$ cat src/sv/quaternion_gyro_attitude_integrator_unit_assert.svh
// Assertion macros used by the attitude integrator top level.
`ifndef QUATERNION_GYRO_ATTITUDE_INTEGRATOR_UNIT_ASSERT_SVH
`define QUATERNION_GYRO_ATTITUDE_INTEGRATOR_UNIT_ASSERT_SVH

// Same-cycle implication, checked out of reset.
`define QGAI_ASSERT_IMP(lbl, ante, cons) \
  lbl: assert property (@(posedge clk) disable iff (!rst_n) (ante) |-> (cons)) \
    else $error("qgai assertion failed");

// Next-cycle implication, checked out of reset.
`define QGAI_ASSERT_NEXT(lbl, ante, cons) \
  lbl: assert property (@(posedge clk) disable iff (!rst_n) (ante) |=> (cons)) \
    else $error("qgai assertion failed");

`endif

$ cat src/sv/qgai_pkg.sv
// Package: payload types, states, datapath commands, status, constants and term table of the attitude integrator.
`default_nettype none
package qgai_pkg;

  localparam logic signed [31:0] ONE_Q30   = 32'sh4000_0000;
  localparam logic [23:0]        STEP_RST  = 24'd16777;
  localparam int                 SQRT_ITER = 32;
  localparam int                 DIV_ITER  = 31;

  typedef struct packed {
    logic signed [23:0] rate_x;
    logic signed [23:0] rate_y;
    logic signed [23:0] rate_z;
  } in_data_t;

  typedef struct packed {
    logic signed [31:0] att_w;
    logic signed [31:0] att_x;
    logic signed [31:0] att_y;
    logic signed [31:0] att_z;
    logic               norm_zero;
  } out_data_t;

  typedef enum logic [4:0] {
    OP_NONE, OP_LOAD, OP_TMUL, OP_TACC, OP_HRND, OP_LMUL, OP_LACC, OP_HMUL,
    OP_HACC, OP_SHR, OP_SHL, OP_SQM, OP_SQA, OP_SQI, OP_SQRT, OP_DINIT,
    OP_DIV, OP_DFIN, OP_ZERO, OP_OUT
  } op_t;

  typedef enum logic [4:0] {
    ST_IDLE, ST_TMUL, ST_TACC, ST_HRND, ST_LMUL, ST_LACC, ST_HMUL, ST_HACC,
    ST_CHK, ST_NORM, ST_ZERO, ST_SQM, ST_SQA, ST_SQI, ST_SQRT, ST_DINIT,
    ST_DIV, ST_DFIN, ST_OUT
  } state_t;

  typedef struct packed {
    op_t        op;
    logic [1:0] c;
    logic [1:0] j;
  } cmd_t;

  typedef struct packed {
    logic mag_zero;
    logic mag_hi;
    logic mag_lo;
    logic out_free;
  } stat_t;

  typedef struct packed {
    logic [1:0] att_idx;
    logic [1:0] rate_idx;
    logic       neg;
  } term_t;

  // Hamilton product terms of q * (0, g): component c, term j.
  function automatic term_t term_sel(input logic [1:0] c, input logic [1:0] j);
    term_t t;
    case ({c, j})
      4'b0000: t = '{2'd1, 2'd0, 1'b1};
      4'b0001: t = '{2'd2, 2'd1, 1'b1};
      4'b0010: t = '{2'd3, 2'd2, 1'b1};
      4'b0100: t = '{2'd0, 2'd0, 1'b0};
      4'b0101: t = '{2'd2, 2'd2, 1'b0};
      4'b0110: t = '{2'd3, 2'd1, 1'b1};
      4'b1000: t = '{2'd0, 2'd1, 1'b0};
      4'b1001: t = '{2'd1, 2'd2, 1'b1};
      4'b1010: t = '{2'd3, 2'd0, 1'b0};
      4'b1100: t = '{2'd0, 2'd2, 1'b0};
      4'b1101: t = '{2'd1, 2'd1, 1'b0};
      4'b1110: t = '{2'd2, 2'd0, 1'b1};
      default: t = '{2'd0, 2'd0, 1'b0};
    endcase
    return t;
  endfunction

endpackage
`default_nettype wire

$ cat src/sv/qgai_ctrl.sv
// Controller: sequences the shared multiplier, root and divide steps per sample.
`default_nettype none
module qgai_ctrl (
  input  wire logic          clk,
  input  wire logic          rst_n,
  input  wire logic          in_valid,
  output logic               in_ready,
  input  wire qgai_pkg::stat_t stat,
  output qgai_pkg::cmd_t     cmd
);

  qgai_pkg::state_t state_r, state_nxt;
  logic [1:0] c_r, c_nxt;
  logic [1:0] j_r, j_nxt;
  logic [4:0] it_r, it_nxt;

  // Advance state and counters
  always_ff @(posedge clk) begin
    if (!rst_n) begin
      state_r <= qgai_pkg::ST_IDLE;
      c_r     <= '0;
      j_r     <= '0;
      it_r    <= '0;
    end else begin
      state_r <= state_nxt;
      c_r     <= c_nxt;
      j_r     <= j_nxt;
      it_r    <= it_nxt;
    end
  end

  // Next state
  always_comb begin
    state_nxt = state_r;
    c_nxt     = c_r;
    j_nxt     = j_r;
    it_nxt    = it_r;
    case (state_r)
      qgai_pkg::ST_IDLE: begin
        if (in_valid) begin
          state_nxt = qgai_pkg::ST_TMUL;
          c_nxt     = '0;
          j_nxt     = '0;
        end
      end
      qgai_pkg::ST_TMUL: state_nxt = qgai_pkg::ST_TACC;
      qgai_pkg::ST_TACC: begin
        if (j_r == 2'd2) begin
          state_nxt = qgai_pkg::ST_HRND;
          j_nxt     = '0;
        end else begin
          state_nxt = qgai_pkg::ST_TMUL;
          j_nxt     = j_r + 2'd1;
        end
      end
      qgai_pkg::ST_HRND: state_nxt = qgai_pkg::ST_LMUL;
      qgai_pkg::ST_LMUL: state_nxt = qgai_pkg::ST_LACC;
      qgai_pkg::ST_LACC: state_nxt = qgai_pkg::ST_HMUL;
      qgai_pkg::ST_HMUL: state_nxt = qgai_pkg::ST_HACC;
      qgai_pkg::ST_HACC: begin
        c_nxt = c_r + 2'd1;
        state_nxt = (c_r == 2'd3) ? qgai_pkg::ST_CHK : qgai_pkg::ST_TMUL;
      end
      qgai_pkg::ST_CHK: state_nxt = stat.mag_zero ? qgai_pkg::ST_ZERO : qgai_pkg::ST_NORM;
      qgai_pkg::ST_NORM: begin
        if (!stat.mag_hi && !stat.mag_lo) begin
          state_nxt = qgai_pkg::ST_SQM;
          j_nxt     = '0;
        end
      end
      qgai_pkg::ST_ZERO: state_nxt = qgai_pkg::ST_OUT;
      qgai_pkg::ST_SQM:  state_nxt = qgai_pkg::ST_SQA;
      qgai_pkg::ST_SQA: begin
        j_nxt = j_r + 2'd1;
        state_nxt = (j_r == 2'd3) ? qgai_pkg::ST_SQI : qgai_pkg::ST_SQM;
      end
      qgai_pkg::ST_SQI: begin
        state_nxt = qgai_pkg::ST_SQRT;
        it_nxt    = '0;
      end
      qgai_pkg::ST_SQRT: begin
        it_nxt = it_r + 5'd1;
        if (it_r == 5'(qgai_pkg::SQRT_ITER - 1)) begin
          state_nxt = qgai_pkg::ST_DINIT;
          c_nxt     = '0;
        end
      end
      qgai_pkg::ST_DINIT: begin
        state_nxt = qgai_pkg::ST_DIV;
        it_nxt    = '0;
      end
      qgai_pkg::ST_DIV: begin
        it_nxt = it_r + 5'd1;
        if (it_r == 5'(qgai_pkg::DIV_ITER - 1)) state_nxt = qgai_pkg::ST_DFIN;
      end
      qgai_pkg::ST_DFIN: begin
        c_nxt = c_r + 2'd1;
        state_nxt = (c_r == 2'd3) ? qgai_pkg::ST_OUT : qgai_pkg::ST_DINIT;
      end
      qgai_pkg::ST_OUT: begin
        if (stat.out_free) state_nxt = qgai_pkg::ST_IDLE;
      end
      default: state_nxt = qgai_pkg::ST_IDLE;
    endcase
  end

  // Drive datapath commands
  always_comb begin
    cmd.c    = c_r;
    cmd.j    = j_r;
    cmd.op   = qgai_pkg::OP_NONE;
    in_ready = 1'b0;
    case (state_r)
      qgai_pkg::ST_IDLE: begin
        in_ready = 1'b1;
        if (in_valid) cmd.op = qgai_pkg::OP_LOAD;
      end
      qgai_pkg::ST_TMUL:  cmd.op = qgai_pkg::OP_TMUL;
      qgai_pkg::ST_TACC:  cmd.op = qgai_pkg::OP_TACC;
      qgai_pkg::ST_HRND:  cmd.op = qgai_pkg::OP_HRND;
      qgai_pkg::ST_LMUL:  cmd.op = qgai_pkg::OP_LMUL;
      qgai_pkg::ST_LACC:  cmd.op = qgai_pkg::OP_LACC;
      qgai_pkg::ST_HMUL:  cmd.op = qgai_pkg::OP_HMUL;
      qgai_pkg::ST_HACC:  cmd.op = qgai_pkg::OP_HACC;
      qgai_pkg::ST_CHK:   cmd.op = qgai_pkg::OP_NONE;
      qgai_pkg::ST_NORM: begin
        if (stat.mag_hi)      cmd.op = qgai_pkg::OP_SHR;
        else if (stat.mag_lo) cmd.op = qgai_pkg::OP_SHL;
      end
      qgai_pkg::ST_ZERO:  cmd.op = qgai_pkg::OP_ZERO;
      qgai_pkg::ST_SQM:   cmd.op = qgai_pkg::OP_SQM;
      qgai_pkg::ST_SQA:   cmd.op = qgai_pkg::OP_SQA;
      qgai_pkg::ST_SQI:   cmd.op = qgai_pkg::OP_SQI;
      qgai_pkg::ST_SQRT:  cmd.op = qgai_pkg::OP_SQRT;
      qgai_pkg::ST_DINIT: cmd.op = qgai_pkg::OP_DINIT;
      qgai_pkg::ST_DIV:   cmd.op = qgai_pkg::OP_DIV;
      qgai_pkg::ST_DFIN:  cmd.op = qgai_pkg::OP_DFIN;
      qgai_pkg::ST_OUT: begin
        if (stat.out_free) cmd.op = qgai_pkg::OP_OUT;
      end
      default: cmd.op = qgai_pkg::OP_NONE;
    endcase
  end

endmodule
`default_nettype wire

$ cat config.mk
export PLATFORM = sky130hd
export DESIGN_NAME = qgai_ctrl
export DESIGN_NICKNAME = d
export VERILOG_FILES = /design/src/sv/quaternion_gyro_attitude_integrator_unit_assert.svh /design/src/sv/qgai_pkg.sv /design/src/sv/qgai_ctrl.sv
export SDC_FILE = /design/constraint.sdc
export NUM_CORES = 1
export LEC_CHECK = 0
export BUFFER_PORTS_ARGS = -buffer_cell sky130_fd_sc_hd__buf_4
export CORE_ASPECT_RATIO = 1.5
export CORE_MARGIN = 2
export CORE_UTILIZATION = 40
export CTS_CLUSTER_SIZE = 40
export DETAILED_ROUTE_END_ITERATION = 12
export SLEW_MARGIN = 5
export SYNTH_ARGS = -nofsm -noshare
export SYNTH_HDL_FRONTEND = slang
export SYNTH_SLANG_ARGS = --single-unit
$ cat constraint.sdc
create_clock -name clk -period 1.95 [get_ports clk]
set_clock_uncertainty 0.15 [all_clocks]
set_input_delay 0.0975 -clock clk [delete_from_list [all_inputs] [get_ports clk]]
set_output_delay 0.0975 -clock clk [all_outputs]
set_load 0.05 [all_outputs]
==> key figures <==
Routing
  – Router iterations before antenna repair: 4
  – Routed vias/inst: 5.85
  – Post-route ant nets: 0
  – Initial drt markers: 52
  – Vias: 1487
  – Final WL: 3.86 mm
  – Wire length per cell: 15.2 µm
  – DRC errors left: 0

STA
  – Endpoints failing hold: 0
  – Final slew viol count: 0
  – Fmax: 528 MHz
  – RSZ-0062 raised after global routing: yes
  – Worst slew margin: 73.4%
  – Hold slack: 0.0734 ns
  – Least-Margin Pin Slew: 0.399 ns
  – Final min period: 1.89 ns
  – # setup viols final: 0
  – Final period util: 97.1%

Synthesis
  – Synth cell types: 45
  – Mapped Area: 1320 µm²
  – Ys async rst share: 0%
  – Synthesis Warnings: 0
  – Average footprint of a synthesized cell: 7.03 µm²
  – #FFs+latches synth: 14
  – Sequential share of the synthesized area: 21.3%
  – Post-Syn Instances: 187
  – Syn_nets: 202
  – Number of synthesized flops with an enable pin: 0
  – Most used DFF post-synth: dfxtp_1

Clock network
  – CTS tree: built
  – TritonCTS Sinks: 14
  – H-tree levels: 1
  – Setup Buffers After CTS: 0
  – Root buf cell: clkbuf_8
  – CTS clk-pin slew, worst paths: 0.05 ns
  – Cts bufs inserted: 3
  – Clock buffer depth: 2
  – Clk_lat worst skew: 0.24 ns

Floorplanning
  – Core Area: 3160 µm²
  – Num rows: 25
  – Chip Height: 74.2 µm
  – Die W: 50.8 µm
  – Top Ports: 17
  – Die area: 3770 µm²
  – Initial Util: 41.6%

Worst setup path
  – Crit path launch type: register
  – CP max FO: 12
  – CP Capture Type: output port
  – Crit path cell chain: buf_4 > nor3_4 > a31oi_1 > or3_1 > o221ai_2 > buf_6
  – Slowest cell delay on critical path: 0.35 ns
  – Critical path's slowest cell: dfxtp_2
  – Crit path DAT: 1.65 ns
  – Crit path kind: register to output port
  – Data required time of the worst path: 1.70 ns

Final layout
  – N_diodes: 0
  – Post-Layout Cell Count: 254
  – Nets: 231
  – Area delta synth->final: 29.5%
  – Layout cells sized above 1: 28.0%
  – Final core utilization: 53.9%
  – Final instance area: 1700 µm²

Pwr
  – Power Dens Cells: 736 nW/µm²
  – Clock power share: 18.2%
  – Switching pwr: 543 µW
  – Leak Pwr: 0.697 nW
  – Sequential share of power: 26.2%
  – Sw Share: 43.3%
  – Final Total Pwr: 1.25 mW
  – Max IR drop VDD: 497 µV
  – Comb pwr share: 55.6%
  – Int Power: 710 µW

Global routing
  – Largest net degree at the start of global routing: 18
  – Initial antenna violation count: 0
  – Grt ovf: 0
  – Vias in the first global route: 1477
  – Global-route wire length before repair: 6.50 mm
  – GRT Total Usage: 22.4%

Place
  – DP Cell Count: 250
  – DP Area: 1600 µm²
  – PortBufs: 16
  – Gp weighted congestion: 0.871
  – Post-DP HPWL: 3.20 mm

Job
  – # Max-Cap Violations: 0

Min path
  – Worst hold path class: primary input to register

Outcome
  – Outcome: finished, final reports clean
==> cell usage in the layout, fill, tap and decap left out, types with 2 or more instances in the layout <==
| cell | Yosys | routed |
|---|---|---|
| a211oi_1 | 3 | 3 |
| a21o_1 | 2 | 2 |
| a21oi_1 | 19 | 16 |
| a21oi_2 | 0 | 3 |
| a221oi_1 | 2 | 2 |
| a22oi_1 | 2 | 2 |
| a31oi_1 | 4 | 4 |
| and2_1 | 3 | 2 |
| buf_4 | 0 | 32 |
| buf_6 | 0 | 3 |
| clkbuf_8 | 0 | 3 |
| dfxtp_1 | 14 | 10 |
| dfxtp_2 | 0 | 4 |
| ha_1 | 8 | 7 |
| inv_1 | 10 | 10 |
| mux2i_1 | 3 | 3 |
| nand2_1 | 18 | 18 |
| nand2b_1 | 8 | 8 |
| nand3_1 | 5 | 4 |
| nand4_1 | 2 | 2 |
| nor2_1 | 19 | 18 |
| nor2b_1 | 5 | 3 |
| nor2b_2 | 0 | 2 |
| nor3_1 | 9 | 7 |
| o21ai_0 | 6 | 6 |
| o221ai_2 | 0 | 2 |
| o311a_1 | 2 | 2 |
| o31ai_1 | 3 | 3 |
| o32ai_1 | 2 | 2 |
| o41ai_1 | 2 | 2 |
| or3_1 | 4 | 3 |
| xor2_1 | 2 | 2 |
==> power groups by stage <==
stage	Combinational [mW]	Sequential [mW]	Clock, mW
2_1_floorplan	0.442	0.334	0
3_3_place_gp	0.652	0.330	0
3_5_place_dp	0.659	0.332	0
4_1_cts	0.672	0.326	0.236
5_1_grt	0.745	0.331	0.247
6_report	0.696	0.329	0.228
==> state kept, by name (all words and copies together) (netlist names) <==
register and flops:
c_r 2, it_r 5, j_r 2, state_r 5
==> Yosys cell counts (2+ instances only) <==
cell type  number  area [µm²]
buf_2           8        40.0
o311a_1         2        20.0
or3_1           4        25.0
and2_1          3        18.8
o31ai_1         3        22.5
nor3_1          9        45.0
nand2b_1        8        50.1
ha_1            8         100
o221ai_1        2        17.5
clkbuf_1        3        11.3
nor2b_1         5        31.3
nand3_1         5        25.0
nand4_1         2        12.5
a22oi_1         2        15.0
nor2_1         19        71.3
xor2_1          2        17.5
inv_1          10        37.5
a21oi_1        19        95.1
dfxtp_1        14         280
nand2_1        18        67.6
a31oi_1         4        25.0
a21o_1          2        15.0
o32ai_1         2        17.5
a221oi_1        2        17.5
a211oi_1        3        22.5
o41ai_1         2        17.5
mux2i_1         3        30.0
o21ai_0         6        30.0
==> area by class of cell <==
| class | instances | area, µm² |
|---|---|---|
| clock buffers | 3 | 41.3 |
| multi-input cells | 151 | 1000 |
| repair buffers | 36 | 284 |
| fillers | 315 | 1460 |
| well taps | 40 | 50.0 |
| flip-flops and latches | 14 | 285 |
| inverters | 10 | 37.5 |
==> metal layers <==
| layer | up-vias | share of wire [%] | wire [µm] | track usage (%) |
|---|---|---|---|---|
| met5 | - | 0 | 0 | 0 |
| met4 | 0 | 3.9 | 151 | 15.9 |
| met3 | 14 | 3.9 | 152 | 1.61 |
| met2 | 52 | 54 | 2090 | 42.8 |
| met1 | 689 | 38 | 1470 | 22.5 |
| li1 | 732 | - | - | - |
==> critical path: cells and delay by family, from the launching register on <==
family                 cells  cell delay, ns
AND/OR/NAND/NOR            2            0.55
buffers and inverters      2            0.37
AO/OA/AOI/OAI              2            0.13
flip-flops                 1            0.35
==> through the flow <==
step / setup WS [ns] / TNS, ns
detailed placement: 0.0448 / 0
global route: -0.00597 / -0.00597
CTS: -0.0559 / -0.0559
finish: 0.0569 / 0
global placement: 0.0725 / 0
floorplan: 0.0813 / 0
==> kinds of logic after synthesis <==
group	Yosys count	share of synthesized area, %
AND/OR/NAND/NOR	81	31.3
AO/OA/AOI/OAI	56	28.3
buffers and inverters	22	7.04
flip-flops	14	21.3
adder cells (fa/ha/maj)	8	7.61
multiplexers	4	3.14
XOR/XNOR	2	1.33
==> worst paths after layout <==
path	slack [ns]	cells after the start	startpoint	end
setup / recovery	0.06	6	state_r[3]$_SDFFE_PN0P_	cmd[4]
hold / removal	0.07	4	stat[0]	state_r[1]$_SDFFE_PN0P_
setup reg to reg	0.08	6	it_r[0]$_SDFFE_PN0P_	state_r[4]$_SDFFE_PN0P_
hold reg to reg	0.33	1	c_r[0]$_SDFFE_PN0P_	c_r[0]$_SDFFE_PN0P_
==> timing repair <==
item,4_1_cts,5_1_grt
hold buffers,1,0
cloned,0,0
setup endpoints to repair,2,14
pin swaps,0,1
gates resized for setup,5,14
endpoints found under the hold margin,3,0
Note: power is estimated with default switching activity, not from simulation.
